## src/hw/rtl/cfpc_pkg.sv

```systemverilog
// ----------------------------------------------------------------------------
// cfpc_pkg
// shared types and constants of the framed columnar parser with crc-32 check
// ----------------------------------------------------------------------------
package cfpc_pkg;

   localparam int unsigned CounterWidthDefault = 32;
   localparam int unsigned RspFifoDepthDefault = 4;

   localparam logic [31:0] CrcPoly    = 32'hEDB88320;
   localparam logic [31:0] CrcOnes    = 32'hFFFFFFFF;
   localparam logic [31:0] FrameMagic = 32'h31584250;
   localparam logic [7:0]  FrameVer   = 8'd1;

   localparam logic [2:0] BC_DESC   = 3'd0;
   localparam logic [2:0] BC_FIXED  = 3'd1;
   localparam logic [2:0] BC_SLEN   = 3'd2;
   localparam logic [2:0] BC_SBODY  = 3'd3;
   localparam logic [2:0] BC_BITMAP = 3'd4;

   localparam logic [1:0] ST_DATA_OK = 2'd0;
   localparam logic [1:0] ST_MARK_OK = 2'd1;
   localparam logic [1:0] ST_FAILED  = 2'd2;

   localparam logic RK_BODY    = 1'b0;
   localparam logic RK_SUMMARY = 1'b1;

   localparam logic REG_STRING_TYPE = 1'b0;
   localparam logic REG_ERROR_MASK  = 1'b1;

   typedef struct packed {
      logic               record_kind;
      logic [2:0]         byte_class;
      logic [30:0]        column_index;
      logic [30:0]        element_index;
      logic [7:0]         body_byte;
      logic [1:0]         frame_status;
      logic [31:0]        frame_flags;
      logic [31:0]        sequence_res;
      logic signed [31:0] row_count;
      logic signed [31:0] column_count;
   } rsp_rec_type;

   function automatic logic [31:0] crc_byte(input logic [31:0] crc, input logic [7:0] b);
      logic [31:0] c;
      c = crc ^ {24'd0, b};
      for (int k = 0; k < 8; k++) begin
         c = c[0] ? (CrcPoly ^ (c >> 1)) : (c >> 1);
      end
      return c;
   endfunction

endpackage

```

## src/hw/rtl/cfpc_rsp_fifo.sv

```systemverilog
// ----------------------------------------------------------------------------
// cfpc_rsp_fifo
// result queue: takes up to two beats per cycle; while out_stall is low, hands out one per cycle
// ----------------------------------------------------------------------------
module cfpc_rsp_fifo #(
   parameter int unsigned DEPTH = cfpc_pkg::RspFifoDepthDefault
) (
   input  logic                  clock,
   input  logic                  reset,
   input  logic                  push0,
   input  logic                  push1,
   input  cfpc_pkg::rsp_rec_type rec0,
   input  cfpc_pkg::rsp_rec_type rec1,
   output logic                  nearly_full,
   output logic                  out_valid,
   input  logic                  out_stall,
   output cfpc_pkg::rsp_rec_type out_rec,
   output logic [$clog2(DEPTH+1)-1:0] count
);
   import cfpc_pkg::*;

   localparam int unsigned AW = (DEPTH > 1) ? $clog2(DEPTH) : 1;
   localparam int unsigned CW = $clog2(DEPTH+1);

   rsp_rec_type       mem_ff [DEPTH];
   logic [AW-1:0]     wr_ff, rd_ff;
   logic [CW-1:0]     cnt_ff;
   logic              pop;
   logic [AW-1:0]     wr_nx;
   logic [1:0]        npush;

   function automatic logic [AW-1:0] ptr_inc(input logic [AW-1:0] p);
      return (p == AW'(DEPTH-1)) ? '0 : p + AW'(1);
   endfunction

   assign pop         = out_valid && !out_stall;
   assign out_valid   = (cnt_ff != '0);
   assign out_rec     = mem_ff[rd_ff];
   assign nearly_full = (cnt_ff > CW'(DEPTH-2));
   assign count       = cnt_ff;
   assign wr_nx       = ptr_inc(wr_ff);
   assign npush       = {1'b0, push0} + {1'b0, push1};

   always_ff @(posedge clock) begin
      if (push0) begin
         mem_ff[wr_ff] <= rec0;
      end
      if (push1) begin
         mem_ff[push0 ? wr_nx : wr_ff] <= rec1;
      end
   end

   always_ff @(posedge clock) begin
      if (reset) begin
         wr_ff  <= '0;
         rd_ff  <= '0;
         cnt_ff <= '0;
      end else begin
         if (npush == 2'd2) begin
            wr_ff <= ptr_inc(wr_nx);
         end else if (npush == 2'd1) begin
            wr_ff <= wr_nx;
         end
         if (pop) begin
            rd_ff <= ptr_inc(rd_ff);
         end
         cnt_ff <= cnt_ff + CW'(npush) - CW'(pop);
      end
   end

endmodule

```

## config.mk

```make
export PLATFORM = sky130hd
export DESIGN_NAME = cfpc_rsp_fifo
export DESIGN_NICKNAME = d
export VERILOG_FILES = /design/src/hw/rtl/cfpc_pkg.sv /design/src/hw/rtl/cfpc_rsp_fifo.sv
export SDC_FILE = /design/constraint.sdc
export NUM_CORES = 1
export LEC_CHECK = 0
export BUFFER_PORTS_ARGS = -buffer_cell sky130_fd_sc_hd__buf_2
export CELL_PAD_IN_SITES_DETAIL_PLACEMENT = 1
export CELL_PAD_IN_SITES_GLOBAL_PLACEMENT = 1
export CORE_ASPECT_RATIO = 1.25
export CORE_MARGIN = 5
export CORE_UTILIZATION = 40
export DETAILED_ROUTE_END_ITERATION = 12
export HOLD_SLACK_MARGIN = 0.12
export PLACE_DENSITY_LB_ADDON = 0.1
export RECOVER_POWER = 25
export SLEW_MARGIN = 20
export SYNTH_ARGS = -nofsm -noshare
export SYNTH_HDL_FRONTEND = slang
export SYNTH_SLANG_ARGS = --single-unit
```

## constraint.sdc

```tcl
create_clock -name clock -period 25.8 [get_ports clock]
set_clock_uncertainty 0.2 [all_clocks]
set_input_delay 2.58 -clock clock [delete_from_list [all_inputs] [get_ports clock]]
set_output_delay 2.58 -clock clock [all_outputs]
set_load 0.01 [all_outputs]
```

==> results of run 1 <==
worst max-delay path: stages:
cell       delay [ns]
clkbuf_1         1.04
clkbuf_1         1.61
o21ai_0          0.54
clkbuf_1         6.73
buf_4            1.55
o2bb2ai_1        0.21
cell usage in the layout (no fill, tap or decap), drive strengths merged, types with 8 or more instances in the layout:
| master | synthesis | layout |
|---|---|---|
| o22ai | 204 | 204 |
| mux4 | 204 | 204 |
| nand2 | 416 | 416 |
| buf | 201 | 654 |
| edfxtp | 816 | 816 |
| clkinv | 0 | 40 |
| inv | 8 | 9 |
| o21ai | 8 | 8 |
| diode | 0 | 60 |
| clkbuf | 71 | 123 |
| ha | 10 | 10 |
| dfxtp | 9 | 9 |
| o2bb2ai | 612 | 612 |
worst min-delay path by stage:
stage	to	slack [ns]
floorplan	flip-flop	0.29
global placement	flip-flop	0.32
detailed placement	flip-flop	0.32
CTS	flip-flop	0.32
global route	flip-flop	0.34
finish	flip-flop	0.32
area by class of cell:
cell class	instances	area (sq um)
fillers	9770	51600
flip-flops and latches	825	24700
multi-input cells	1490	13300
repair buffers	666	3470
clock buffers	111	2370
well taps	1300	1630
clock inverters	46	298
diodes	60	150
inverters	8	30.0
through the flow:
stage | instance area, sq um | hold slack (ns) | util (%) | std cells
2_1_floorplan | 39300 | 0.293 | - | 2595
3_3_place_gp | 43200 | 0.317 | 44.3 | 4289
3_5_place_dp | 43200 | 0.316 | 44.3 | 4289
4_1_cts | 45900 | 0.324 | 47.1 | 4446
5_1_grt | 45800 | 0.340 | 47.0 | 4476
6_report | 45900 | 0.323 | 47.0 | 4506
routing by layer:
metal	vias to the layer above	global-route usage, %	wire length (microns)
li1	11900	-	-
met1	14600	33.7	56200
met2	1130	41.6	68300
met3	202	5.99	11100
met4	26	8.48	4020
met5	-	0	154
sequential cells by signal, summed over array words and instances, names as in the netlist, named ones only:
register	flops
mem_ff	816
wr_ff	2
rd_ff	2
count	3
logic make-up after synthesis:
kind of cell	after synthesis	synth area share (%)
muxes	204	11.7
AOI/OAI and AO/OA	835	17.2
DFF	825	62.8
buffers and inverters	280	3.43
and+or+nand+nor	438	4.39
xor gates and xnor gates	2	0.0446
adders and majority gates	11	0.369
where the power goes:
part           switching (W)  internal (W)
clock               0.000535      0.000678
combinational       0.000641      0.000415
sequential         0.0000582       0.00169
==> summary.txt, run 1 <==
Floorplanning
  – Die X-Extent: 290 microns
  – Initial Utilization: 40.3%
  – Core area: 97500 sq um
  – Boundary Pins: 622
  – Num rows: 128
  – Full die area: 105000 sq um
  – Die height: 360 microns

Logic synthesis
  – Seq/Total Area, Yosys: 62.8%
  – Netlist cell types: 39
  – Async SR Flop Fraction: 0%
  – Yosys reg bits: 825
  – Syn. warnings: 0
  – Largest area contributor in the netlist: edfxtp_1
  – Cells after synthesis: 2595
  – Area contributors post-synth: edfxtp_1 62%, o2bb2ai_1 14%, mux4_2 12%, nand2_1 4.0%, o22ai_1 3.2%
  – Post-synth top area share: 62.4%
  – Mapped Avg Cell Area: 15.1 sq um
  – Syn Std Cell Area: 39300 sq um
  – Top_reg_cell synth: edfxtp_1
  – Count leader, synth: edfxtp_1
  – Top cells by instance count after synthesis: 816 x edfxtp_1, 612 x o2bb2ai_1, 416 x nand2_1, 204 x mux4_2, 204 x o22ai_1
  – Post-synth EDFFs: 816
  – Syn nets: 3019

Hold path
  – Worst hold stages: 2
  – Min-Delay Path Class: reg -> reg
  – Hold Path Origin: rd_ff[1]

Outcome
  – Failing checks: max-capacitance violations, max-slew violations
  – Status: finished, violations left

Timing
  – Final min period: 14.35 ns
  – Slew HR: -557%
  – # setup viols final: 0
  – Max Transition Viols Final: 745
  – Least-Margin Pin Slew: 9.85 ns
  – Final Hold Fails: 0
  – Setup TNS Final: 0 ns
  – Final period util: 55.6%
  – Unrepaired setup endpoints after global routing: no
  – Achievable frequency: 0.0697 GHz
  – Fin worst setup slack: 11.45 ns

Finish
  – Area grow syn2layout: 16.8%
  – Post-layout nets: 3504
  – Layout cells sized above 1: 31.2%

Critical path
  – Crit path DAT: 14.61 ns
  – Worst R2R Path Depth: 7
  – Reg2Reg Launch Point: wr_ff[0]
  – FF-to-FF End: mem_ff[2][45]
  – Worst setup path end: mem_ff[3][64]
  – Setup crit start kind: primary input
  – Critical setup path kind: in -> reg
  – Setup crit end kind: flip-flop
  – Worst R2R Setup Slack: 14.91 ns
  – CP Launch Point: push1
  – Worst path required time: 26.06 ns
  – Worst Path Max Fanout: 140

Power
  – Final Power: 0.00402 W
  – Worst vdd ir: 51.7 uV
  – Leakage power: 15.8 nW
  – Cell area power density: 87.5 nW/um^2

Global routing
  – Initial antenna violation count: 73
  – Largest net degree at the start of global routing: 163
  – GRT Residual Overflow: 0
  – Gr usage total: 25.4%
  – Number of global-route vias before repair: 29300
  – First-pass GRT wire length: 202000 microns

Clock tree
  – CTS sink count: 825
  – Post-CTS Setup Bufs: 0
  – CTS tree: done
  – Worst-path clk slew: 0.06 ns
  – Post-cts sizing count: 0
  – Root buffer cell: clkbuf_16
  – Clock Latency Late Sink: 0.64 ns
  – TritonCTS buffer count: 89
  – # H-tree levels: 3
  – Clock Path Buffers: 3
  – Post-cts hold buffer count: 0

Route
  – DR WL/cell: 31.0 microns
  – Drt initial violations: 2399
  – DRT antenna net count: 0
  – Initial DRT Pass Iterations: 5
  – DRC Markers: 0
  – Drt via density: 6.16
  – Post-Route WL: 140000 microns
  – Vias: 27800

Placed design
  – Gp weighted congestion: 0.790
  – I/O Buffers: 621
  – HPWL Detailed: 78000 microns
  – Setup WS pre-CTS: 19.16 ns

Job
  – Max-cap violations: 10
Note: power is estimated with default switching activity, not from simulation.
==> run 2, diff against run 1 <==
--- a/config.mk
+++ b/config.mk
@@ -5,6 +5,7 @@
 export SDC_FILE = /design/constraint.sdc
 export NUM_CORES = 1
 export LEC_CHECK = 0
+export ABC_AREA = 1
 export BUFFER_PORTS_ARGS = -buffer_cell sky130_fd_sc_hd__buf_2
 export CELL_PAD_IN_SITES_DETAIL_PLACEMENT = 1
 export CELL_PAD_IN_SITES_GLOBAL_PLACEMENT = 1
==> constraint.sdc (replaced) <==
create_clock -name clock -period 13.27 [get_ports clock]
set_clock_uncertainty 0.2 [all_clocks]
set_input_delay 1.327 -clock clock [delete_from_list [all_inputs] [get_ports clock]]
set_output_delay 1.327 -clock clock [all_outputs]
set_load 0.01 [all_outputs]
==> run 2 against run 1 <==
  * The run still ends with max-capacitance violations, max-slew violations left
  * Global-route usage grew 2.4 points
  * Sequential share of layout area is 2.9 points lower
  * Area after synthesis grew 7.8%
  * Combinational power grew to 2.6 times the previous value
  * Synthesized cell count rose by 85%
  * Non-clock buffer count is 4 higher
  * Hold slack better by 0.0021 ns
  * Critical endpoint is now mem_ff[1][130]
==> summary.txt, run 2 <==
Route
  – Vias: 37800
  – Post-Route WL: 161000 microns
  – Drt initial violations: 2764
  – DR WL/cell: 24.0 microns
  – DRT antenna net count: 0
  – Initial DRT Pass Iterations: 6
  – DRC Markers: 0
  – Drt via density: 5.65

Finish
  – Finished Core Util: 46.1%
  – Largest Register: mem_ff
  – Final non-filler cell total: 6699
  – Post-layout nets: 5570
  – Area grow syn2layout: 14.6%
  – Layout cells sized above 1: 15.4%
  – Commonest non-fill, non-tap cell in the layout: nand2_1
  – Most frequent cells in the layout: 1661 x nand2_1, 820 x nand3_1, 816 x edfxtp_1
  – Largest register FFs: 816

Logic synthesis
  – Syn nets: 5213
  – Top_reg_cell synth: edfxtp_1
  – Top cells by instance count after synthesis: 1662 x nand2_1, 820 x nand3_1, 816 x edfxtp_1, 420 x nor2_1, 410 x o21ai_0
  – Post-synth EDFFs: 816
  – Mapped Avg Cell Area: 8.84 sq um
  – Netlist cell types: 23
  – Yosys reg bits: 825
  – Area contributors post-synth: edfxtp_1 58%, nand2_1 15%, nand3_1 9.7%, o21ai_0 4.8%, nor2_1 3.7%
  – Syn. warnings: 0
  – Async SR Flop Fraction: 0%
  – Count leader, synth: nand2_1
  – Seq/Total Area, Yosys: 58.3%
  – Post-synth top area share: 57.9%
  – Syn Std Cell Area: 42400 sq um
  – Largest area contributor in the netlist: edfxtp_1
  – Cells after synthesis: 4789

Global routing
  – Largest net degree at the start of global routing: 206
  – GRT Residual Overflow: 0
  – Initial antenna violation count: 90
  – Number of global-route vias before repair: 39600
  – First-pass GRT wire length: 242000 microns
  – GRT met3 Usage: 6.05%
  – GR Util met1: 34.6%
  – M2 GR Usage: 47.4%
  – Gr usage total: 27.8%
  – Most Crowded Layer GR: met2

Floorplanning
  – Die X-Extent: 301 microns
  – Boundary Pins: 622
  – Num rows: 133
  – Full die area: 113000 sq um
  – Core area: 105000 sq um
  – Initial Utilization: 40.3%
  – Die height: 374 microns

Critical path
  – Worst R2R Setup Slack: 5.48 ns
  – Worst path required time: 13.27 ns
  – Crit path DAT: 8.54 ns
  – Worst Path Max Fanout: 146
  – Setup crit start kind: primary input
  – Setup crit end kind: flip-flop
  – Critical setup path kind: in -> reg

Clock tree
  – CTS tree: done
  – Clock Latency Late Sink: 0.65 ns
  – # H-tree levels: 3
  – CTS sink count: 825
  – Clock Path Buffers: 3
  – Post-CTS Setup Bufs: 0
  – Post-cts hold buffer count: 0
  – Root buffer cell: clkbuf_16
  – Post-cts sizing count: 0
  – TritonCTS buffer count: 88
  – Worst-path clk slew: 0.06 ns

Timing
  – Setup TNS Final: 0 ns
  – Final Hold Fails: 0
  – Achievable frequency: 0.117 GHz
  – Final min period: 8.55 ns
  – Final period util: 64.4%
  – Slew HR: -166%
  – Max Transition Viols Final: 331
  – Least-Margin Pin Slew: 3.99 ns
  – # setup viols final: 0
  – Final hold slack: 0.325 ns
  – Unrepaired setup endpoints after global routing: no

Power
  – Cell area power density: 175 nW/um^2
  – Gate power share: 32.0%
  – Worst vdd ir: 89.0 uV
  – Flop pwr share: 39.6%
  – Internal power: 0.00536 W
  – Switching share of power: 36.9%
  – Leakage power: 20.6 nW
  – Total net switching power: 0.00314 W
  – Clock power share: 28.4%

Outcome
  – Failing checks: max-capacitance violations, max-slew violations
  – Status: finished, violations left

Placed design
  – HPWL Detailed: 91200 microns
  – I/O Buffers: 621
  – Gp weighted congestion: 0.800
  – Placed cells: 6472

Hold path
  – Min-Delay Path Class: reg -> reg

Job
  – Max-cap violations: 6
==> run 2: area by class of cell <==
class,count,area (sq um)
Multi-Input combinational cell,3542,15500
Fill cell,12400,56600
Timing Repair Buffer,670,3540
Clock inverter,52,360
Sequential cell,825,24700
Tap cell,1417,1770
Clock buffer,111,2370
Inverter,19,85.1
Antenna cell,63,158
==> run 2: cells by family after synthesis <==
family	synth area share, %
adder cells (fa/ha/maj)	0.343
buffers and inverters	5.11
flip-flops	58.3
AND/OR/NAND/NOR	28.3
AO/OA/AOI/OAI	7.91
XOR/XNOR	0.0207
==> run 2: per-stage QoR <==
stage               total power, W  instance area [sq um]  setup slack [ns]
detailed placement         0.00616                  45700              6.99
CTS                        0.00857                  48400              6.97
finish                     0.00850                  48500              4.72
global route               0.00892                  48500              4.33
global placement           0.00611                  45700              7.01
floorplan                  0.00499                  42400              5.89
==> run 2: final timing paths <==
check / from / end / depth (start not counted)
worst min register to register: rd_ff[0] / flip-flop / 2
worst max-delay path: push0 / mem_ff[1][130] / 7
worst max register to register: wr_ff[0] / mem_ff[1][130] / 9
worst min-delay path: rd_ff[0] / flip-flop / 2
==> run 2: routing by layer <==
metal / up-vias / wire length [microns]
li1: 17300 / -
met1: 18900 / 64600
met2: 1251 / 79300
met3: 301 / 11800
met4: 38 / 4930
met5: - / 276
==> run 2: power groups by stage <==
stage | logic, W | registers [W] | clock network [W]
3_3_place_gp | 0.00269 | 0.00341 | 0
3_5_place_dp | 0.00274 | 0.00342 | 0
2_1_floorplan | 0.00155 | 0.00344 | 0
6_report | 0.00272 | 0.00337 | 0.00241
4_1_cts | 0.00275 | 0.00337 | 0.00246
5_1_grt | 0.00296 | 0.00340 | 0.00256
==> run 2: worst max-delay path, stage by stage <==
cell and delay, ns:
clkbuf_1 0.45, clkinvlp_2 0.45, nand2_1 0.26, nand2_8 0.37
nand2_1 2.93, nand2_4 1.67, buf_12 0.71
==> run 3, diff against run 2 <==
==> constraint.sdc (replaced) <==
create_clock -name clock -period 7.55 [get_ports clock]
set_clock_uncertainty 0.2 [all_clocks]
set_input_delay 0.755 -clock clock [delete_from_list [all_inputs] [get_ports clock]]
set_output_delay 0.755 -clock clock [all_outputs]
set_load 0.01 [all_outputs]
==> run 3 against run 2 <==
  * The run still ends with max-capacitance violations, max-slew violations left
  * Highest routed layer unchanged
  * Utilization up 0.21 points
  * Critical path type is now reg -> reg
  * Wire length rose by 0.35%
  * Sequential cell count did not move
  * Global-route usage is 0.060 points lower
==> summary.txt, run 3 (synthesis results as in run 2) <==
Global routing
  – Initial antenna violation count: 96
  – Largest net degree at the start of global routing: 203
  – First-pass GRT wire length: 240000 microns
  – Number of global-route vias before repair: 39200
  – Gr usage total: 27.7%
  – GRT Residual Overflow: 0

Critical path
  – Worst R2R Setup Slack: 1.52 ns
  – Worst path required time: 7.64 ns
  – Worst R2R Path Depth: 7
  – Crit path DAT: 6.13 ns
  – Critical setup path kind: reg -> reg
  – FF-to-FF End: mem_ff[1][38]
  – Worst Path Max Fanout: 97
  – Setup crit end kind: flip-flop
  – Setup crit start kind: flip-flop
  – Reg2Reg Launch Point: wr_ff[0]

Timing
  – Least-Margin Pin Slew: 4.31 ns
  – Slew HR: -187%
  – Final min period: 6.03 ns
  – Setup TNS Final: 0 ns
  – # setup viols final: 0
  – Final hold slack: 0.202 ns
  – Max Transition Viols Final: 452
  – Final Hold Fails: 0
  – Unrepaired setup endpoints after global routing: no
  – Fin worst setup slack: 1.52 ns
  – Final period util: 79.9%
  – Achievable frequency: 0.166 GHz

Hold path
  – Hold Path Sink: mem_ff[1][203]
  – Hold Path Origin: rec0[203]
  – Worst hold stages: 3
  – Min-Delay Path Class: in -> reg

Finish
  – Post-layout nets: 5570
  – Commonest non-fill, non-tap cell in the layout: nand2_1
  – Largest register FFs: 816
  – Area grow syn2layout: 15.1%
  – Largest Register: mem_ff
  – Layout cells sized above 1: 15.2%
  – Most frequent cells in the layout: 1658 x nand2_1, 820 x nand3_1, 816 x edfxtp_1
  – Finished Core Util: 46.4%

Clock tree
  – # H-tree levels: 3
  – CTS tree: done
  – Worst-path clk slew: 0.06 ns
  – Post-cts hold buffer count: 1
  – TritonCTS buffer count: 90
  – Clock Path Buffers: 3
  – Clock Latency Late Sink: 0.65 ns
  – CTS sink count: 825
  – Post-CTS Setup Bufs: 0
  – Root buffer cell: clkbuf_16
  – Post-cts sizing count: 0

Floorplanning
  – Die height: 374 microns
  – Initial Utilization: 40.3%
  – Die X-Extent: 301 microns
  – Core area: 105000 sq um
  – Num rows: 133
  – Boundary Pins: 622
  – Full die area: 113000 sq um

Route
  – DRT antenna net count: 0
  – DR WL/cell: 24.1 microns
  – Drt via density: 5.64
  – Post-Route WL: 162000 microns
  – Drt initial violations: 2670
  – DRC Markers: 0
  – Initial DRT Pass Iterations: 5
  – Vias: 37800

Job
  – Max-cap violations: 6

Outcome
  – Status: finished, violations left
  – Failing checks: max-capacitance violations, max-slew violations

Placed design
  – Gp weighted congestion: 0.779
  – HPWL Detailed: 89900 microns
  – Setup WS pre-CTS: 2.69 ns
  – I/O Buffers: 621

Power
  – Cell area power density: 310 nW/um^2
  – Worst vdd ir: 161 uV
  – Leakage power: 20.7 nW
[run 3: changes by cell type in the layout (fill, tap and decap cells not counted), moves of 7 or more]
cell	delta
clkbuf_1	+7
buf_12	+12
buf_4	-15
buf_2	-7
diode_2	+7
clkinv_2	-10
[run 3: critical path, stage by stage, from the launching register on]
cell and delay (ns):
dfxtp_1 0.36, ha_1 0.24, nor2_1 0.30, nand2_1 0.21, nand2_8 0.55, nand2_2 1.71
nand2_4 1.43, buf_12 0.53
[run 3: per-layer routing]
metal	up-vias	GRT usage, %	share of wire (%)
met3	261	6.45	7.6
met1	18900	33.9	39
li1	17300	-	-
met4	40	10.1	3.2
met2	1248	47.8	50
met5	-	0	0.16
[run 3: area by class of cell]
class	instances	area, sq um
inverter	19	86.3
clock buffer	113	2390
antenna	70	175
clock inverter	49	429
multi-input combinational	3542	15600
sequential	825	24700
timing repair buffer	668	3660
fill	12400	56400
tap	1417	1770
[run 3: per-stage QoR]
step	power (W)	area [sq um]	cells
3_3_place_gp	0.0108	45800	6470
2_1_floorplan	0.00877	42400	4789
6_report	0.0151	48800	6703
5_1_grt	0.0158	48700	6672
4_1_cts	0.0152	48700	6633
3_5_place_dp	0.0109	45800	6470
[run 3: report_power, final]
part / internal (W) / switching [W]
Sequential: 0.00574 / 0.000169
Clock: 0.00248 / 0.00190
Combinational: 0.00132 / 0.00348
Total: 0.00954 / 0.00555
[run 3: worst max path at each step]
stage	from	endpoint	slack [ns]	depth (start not counted)
floorplan	push0	mem_ff[0][0]	0.74	9
global route	wr_ff[0]	mem_ff[3][142]	1.20	7
finish	wr_ff[0]	mem_ff[1][38]	1.52	7
CTS	flip-flop	out_rec[192]	2.31	5
detailed placement	push0	mem_ff[3][69]	2.69	9
global placement	push0	mem_ff[3][47]	2.73	9
